**config.mk**
```make
export PLATFORM = sky130hd
export DESIGN_NAME = cxr_div
export DESIGN_NICKNAME = d
export VERILOG_FILES = /design/src/design/assert_macros.svh /design/src/design/cxr_pkg.sv /design/src/design/cxr_div.sv
export SDC_FILE = /design/constraint.sdc
export NUM_CORES = 2
export LEC_CHECK = 0
export BUFFER_PORTS_ARGS = -buffer_cell sky130_fd_sc_hd__buf_2
export CAP_MARGIN = 20
export CORE_MARGIN = 5
export CORE_UTILIZATION = 35
export DETAILED_ROUTE_END_ITERATION = 6
export GPL_TIMING_DRIVEN = 0
export SLEW_MARGIN = 20
export SYNTH_ARGS = -nofsm -noshare
export SYNTH_HDL_FRONTEND = slang
export SYNTH_SLANG_ARGS = --single-unit
```
**constraint.sdc**
```tcl
create_clock -name clk -period 10.65 [get_ports clk]
set_input_delay 1.5975 -clock clk [delete_from_list [all_inputs] [get_ports clk]]
set_output_delay 1.5975 -clock clk [all_outputs]
set_load 0.01 [all_outputs]
```
**src/design/assert_macros.svh**
```systemverilog
// Assertion macros used by the top-level core of the xy-to-RGB converter.
// Each macro expands to one labeled concurrent assertion on clk and rst_n.
`ifndef ASSERT_MACROS_SVH
`define ASSERT_MACROS_SVH

// The consequent must hold in the same cycle as the antecedent.
`define CXR_ASSERT_SAME(lbl, ante, cons, msg) \
    lbl: assert property (@(posedge clk) disable iff (!rst_n) (ante) |-> (cons)) \
        else $error(msg);

// The consequent must hold in the cycle after the antecedent.
`define CXR_ASSERT_NEXT(lbl, ante, cons, msg) \
    lbl: assert property (@(posedge clk) disable iff (!rst_n) (ante) |=> (cons)) \
        else $error(msg);

`endif

```
**src/design/cxr_pkg.sv**
```systemverilog
// Shared types, fixed-point constants and helper functions of the xy-to-RGB converter.
// No dependencies; every module of the block imports this package.
package cxr_pkg;

    localparam int COORD_BITS = 16;
    localparam int QF = 20;
    localparam int QW = 24;
    localparam int LUM_W = 21;

    typedef logic signed [QW-1:0] q_t;

    localparam q_t QONE = 24'sh100000;
    localparam q_t QMAX = 24'sh7FFFFF;
    localparam q_t QMIN = 24'sh800000;

    // Wide-gamut D65 XYZ-to-RGB matrix, each entry rounded to Q.20.
    localparam logic signed [21:0] C_RX = 22'sd1736958;
    localparam logic signed [21:0] C_RY = 22'sd372088;
    localparam logic signed [21:0] C_RZ = 22'sd267427;
    localparam logic signed [21:0] C_GX = 22'sd741549;
    localparam logic signed [21:0] C_GY = 22'sd1735810;
    localparam logic signed [21:0] C_GZ = 22'sd37908;
    localparam logic signed [21:0] C_BX = 22'sd54225;
    localparam logic signed [21:0] C_BY = 22'sd127259;
    localparam logic signed [21:0] C_BZ = 22'sd1060666;

    // Positive quotient to Q4.20 with saturation.
    function automatic q_t sat_pos(input logic [QW-1:0] q, input logic ovf);
        if (ovf || q[QW-1])
            return QMAX;
        return q_t'({1'b0, q[QW-2:0]});
    endfunction

    // Negated quotient magnitude to Q4.20 with saturation.
    function automatic q_t sat_neg(input logic [QW-1:0] q, input logic ovf);
        if (ovf || q > 24'h800000)
            return QMIN;
        return q_t'(-q);
    endfunction

    // Q.40 sum to Q.20, halves away from zero, saturated.
    function automatic q_t round_sat(input logic signed [47:0] v);
        logic [47:0] mag;
        logic [28:0] rq;
        mag = v[47] ? 48'(-v) : 48'(v);
        rq = 29'((mag + 48'(1 << (QF - 1))) >> QF);
        if (!v[47])
            return (rq > 29'(QMAX)) ? QMAX : q_t'(rq[QW-1:0]);
        return (rq > 29'h800000) ? QMIN : q_t'(-rq[QW-1:0]);
    endfunction

endpackage

```
**src/design/cxr_div.sv**
```systemverilog
// Pipelined restoring divider with several lanes that share one divisor.
// A few quotient bits per stage; overflow is flagged at entry. Uses cxr_pkg.
module cxr_div
    import cxr_pkg::*;
#(
    parameter int LANES = 2,
    parameter int NUM_W = 38,
    parameter int DEN_W = 16,
    parameter int QB = 24,
    parameter int BPS = 4,
    parameter int SIDE_W = 1
) (
    input  logic                             clk,
    input  logic                             rst_n,
    input  logic                             in_valid,
    output logic                             in_ready,
    input  logic [LANES-1:0][NUM_W-1:0]      in_num,
    input  logic [DEN_W-1:0]                 in_den,
    input  logic [SIDE_W-1:0]                in_side,
    output logic                             out_valid,
    input  logic                             out_ready,
    output logic [LANES-1:0][QB-1:0]         out_q,
    output logic [LANES-1:0]                 out_ovf,
    output logic [SIDE_W-1:0]                out_side
);

    localparam int HI_W = NUM_W - QB;
    localparam int EXT_W = HI_W + DEN_W;
    localparam int NST = (QB + BPS - 1) / BPS;

    logic [NST:0]   v_reg;
    logic [NST+1:0] rdy;

    logic [LANES-1:0][DEN_W-1:0] rem_reg  [NST+1];
    logic [LANES-1:0][DEN_W-1:0] rem_next [NST+1];
    logic [LANES-1:0][QB-1:0]    lo_reg   [NST+1];
    logic [LANES-1:0][QB-1:0]    lo_next  [NST+1];
    logic [LANES-1:0]            ovf_reg  [NST+1];
    logic [LANES-1:0]            ovf_next;
    logic [DEN_W-1:0]            den_reg  [NST+1];
    logic [SIDE_W-1:0]           side_reg [NST+1];

    // A stage may load when it is empty or its content moves on.
    always_comb
    begin
        rdy[NST+1] = out_ready;
        for (int s = NST; s >= 0; s--)
            rdy[s] = !v_reg[s] || rdy[s+1];
    end

    assign in_ready = rdy[0];

    always_comb
    begin
        logic [HI_W-1:0] hi;
        logic [DEN_W:0]  t;
        logic            ge;
        for (int l = 0; l < LANES; l++)
        begin
            hi = in_num[l][NUM_W-1:QB];
            ovf_next[l] = EXT_W'(hi) >= EXT_W'(in_den);
            rem_next[0][l] = DEN_W'(hi);
            lo_next[0][l] = in_num[l][QB-1:0];
        end
        for (int s = 1; s <= NST; s++)
        begin
            rem_next[s] = rem_reg[s-1];
            lo_next[s] = lo_reg[s-1];
            for (int l = 0; l < LANES; l++)
            begin
                for (int k = 0; k < BPS; k++)
                begin
                    if ((s - 1) * BPS + k < QB)
                    begin
                        t = {rem_next[s][l], lo_next[s][l][QB-1]};
                        ge = t >= {1'b0, den_reg[s-1]};
                        lo_next[s][l] = {lo_next[s][l][QB-2:0], ge};
                        rem_next[s][l] = ge ? DEN_W'(t - {1'b0, den_reg[s-1]}) : DEN_W'(t);
                    end
                end
            end
        end
    end

    always_ff @(posedge clk or negedge rst_n)
    begin
        if (!rst_n)
        begin
            v_reg <= '0;
        end
        else
        begin
            if (rdy[0])
                v_reg[0] <= in_valid;
            for (int s = 1; s <= NST; s++)
            begin
                if (rdy[s])
                    v_reg[s] <= v_reg[s-1];
            end
        end
    end

    always_ff @(posedge clk)
    begin
        if (rdy[0] && in_valid)
        begin
            rem_reg[0] <= rem_next[0];
            lo_reg[0] <= lo_next[0];
            ovf_reg[0] <= ovf_next;
            den_reg[0] <= in_den;
            side_reg[0] <= in_side;
        end
        for (int s = 1; s <= NST; s++)
        begin
            if (rdy[s] && v_reg[s-1])
            begin
                rem_reg[s] <= rem_next[s];
                lo_reg[s] <= lo_next[s];
                ovf_reg[s] <= ovf_reg[s-1];
                den_reg[s] <= den_reg[s-1];
                side_reg[s] <= side_reg[s-1];
            end
        end
    end

    assign out_valid = v_reg[NST];
    assign out_q = lo_reg[NST];
    assign out_ovf = ovf_reg[NST];
    assign out_side = side_reg[NST];

endmodule

```
==> metrics <==
Die Wd between 400 and 500 µm; EDFF count, synth between 600 and 700; simple-gate share of the synthesized area 0.134; most common cell after layout, fill and taps aside ha_1; setup violators final 0; DR vias approximately 53000; clk sinks between 600 and 700; CTS H-tree depth 3; Netlist Area Pre-Place slightly above 0.06 mm²; adder-cell share of the synthesized area 0.174; Slew HR 0.451; met3 WL between 8 and 9 mm; Ys Warns 0; max reg flops approximately 340; post-layout util 0.428; P&R area growth vs syn 21.2%; Max-cap violations 0; initial cell density of the core 0.353; register bit total from synthesis between 600 and 700; pin count of the biggest net entering global routing 55; clock buffer count from CTS 80; Mean Syn Cell Area 9.53 µm²; CP required about 11 ns; met1 wire length slightly above 80 mm; most frequent CP cell o31a_1; outcome finished clean; maximum clock frequency between 0.09 and 0.1 GHz; hold buffers post-CTS 0; layout cells sized above 1 0.228; most common flop cell mapped by yosys edfxtp_1; antenna-violating nets left 0; gr ovfl total 0; WP data arrival 10.85 ns; Final Hold Fails 0; number of vias per cell 5.53; first-pass GRT wire length slightly below 300 mm; Yosys cell types ~100; Remaining DRCs 0; register area share after synthesis 0.312; nets@finish between 8000 and 9000; Placeable Area roughly 0.18 mm²; total wire length about 200 mm; reg2reg start den_reg[1][1]; syn nets approximately 7500; overall routing resource usage 0.199; Setup crit start den_reg[1][1]; fin. max-slew vios 0; clock tree buffer depth 3; port bufs approximately 150; DP Wirelength 145 mm; peak per-stage delay on the critical path about 0.49 ns; Synth async-reset ratio 0.0108; fin crit period between 10 and 15 ns; CTS clk-pin slew, worst paths about 0.06 ns; highest metal used met5; crit end category flop; CP top delay family compound AO/OA/AOI/OAI gates; Worst-Skew Late Latency roughly 0.7 ns; Hold WC Path Type reg -> reg; skew final slightly above 0.02 ns; most frequent cells in the layout ha_1 (729), edfxtp_1 (641), a21oi_1 (451), nor2_1 (432); Final Cycle Share 0.978; Final GP Congestion roughly 0.91; post-synthesis compound-gate area fraction 0.193; die area ~0.19 mm²; hold_ws 0.413 ns; die height 432 µm; Wirelength per Cell 20.4 µm; cell count after synthesis 6533; WL met2 95.4 mm; initial antenna violation count 8; CP max-delay cell o41ai_4; largest family of logic cells by synthesized area compound AO/OA/AOI/OAI gates; hold path startpoint lo_reg[3][25]; TritonCTS clock tree done; kind of start point of the critical path flop; critical path fanouts, max 7; Worst-Margin Slew ~0.8 ns; Top Ports 150; number of DRC markers in iteration 0 approximately 3500; Crit Path Class reg -> reg; row count about 150; post-synthesis xor/xnor area fraction 0.0715; worst path bufs/invs 7; drt pass-1 iters 5; multiplexer share of the synthesized area 0.0823; vias in the first global route 51900; Root Driver clkbuf_16
==> final timing paths <==
kind / end / slack [ns] / cells past startpoint
worst max register to register: rem_reg[2][4] / 0.24 / 46
worst max-delay path: rem_reg[2][4] / 0.24 / 46
min in group asynchronous: v_reg[3] / 0.72 / 1
worst min-delay path: lo_reg[4][29] / 0.41 / 0
worst min register to register: lo_reg[4][29] / 0.41 / 0
max in group asynchronous: v_reg[2] / 9.77 / 1
==> final cells by class <==
cell class                      instances  area [µm²]
Antenna cell                            2        5.00
Clock buffer                           91        2060
Sequential cell                       648       19400
Buffer                                 82         771
Timing Repair Buffer                  577        4590
Inverter                              438        1930
Fill cell                           17100      101000
Tap cell                             2340        2930
Clock inverter                         56         681
Multi-Input combinational cell       5351       43100
==> stage by stage <==
stage / setup TNS [ns] / worst slack (ns) / instances / area (µm²)
2_1_floorplan: -0.0482 / -0.00370 / 6533 / 62300
3_3_place_gp: -497.49 / -3.61 / 9022 / 66000
3_5_place_dp: -480.95 / -3.77 / 9043 / 66600
4_1_cts: 0 / 0.00652 / 9389 / 72400
5_1_grt: -7.07 / -0.200 / 9583 / 75500
6_report: 0 / 0.235 / 9585 / 75500
==> logic make-up after synthesis <==
group                      after synthesis
buffers and inverters                  534
AOI/OAI and AO/OA                     1845
xor gates and xnor gates               508
adders and majority gates              840
muxes                                  464
and+or+nand+nor                       1694
DFF                                    648
==> cell usage after synthesis (38+ instances only) <==
cell type,count,share of area
mux2_2,363,0.066
a21oi_1,517,0.042
nand4_1,136,0.014
xnor2_1,343,0.048
fa_1,46,0.015
nand2_1,394,0.024
nor2_1,446,0.027
nand3_1,94,0.0076
o21bai_1,66,0.0080
a211oi_1,59,0.0071
o211ai_1,45,0.0054
or3_1,47,0.0047
clkbuf_1,56,0.0034
and3_1,38,0.0038
edfxtp_1,641,0.31
nor2b_1,120,0.012
mux2i_1,87,0.014
o21a_1,123,0.015
o31ai_1,41,0.0049
inv_1,422,0.025
nor3_1,150,0.012
a21o_1,227,0.027
o21ai_0,389,0.031
xor2_1,165,0.023
ha_1,794,0.16
nand2b_1,97,0.0097
a31oi_1,54,0.0054
==> layer usage <==
layer | up-vias | global-route usage
met5 | - | 0
met1 | 25400 | 0.241
met3 | 420 | 0.0239
met4 | 10 | 0.0809
met2 | 1333 | 0.358
li1 | 25900 | -
==> timing repair <==
item / 4_1_cts / 5_1_grt
gates resized for setup: 379 / 385
buffers inserted: 206 / 195
gates cloned: 2 / 4
pin swaps: 49 / 162
endpoints found under the setup margin: 173 / 172
Power is not shown: default switching activity piles up to over one toggle a cycle in this logic, so the estimate is an artifact.
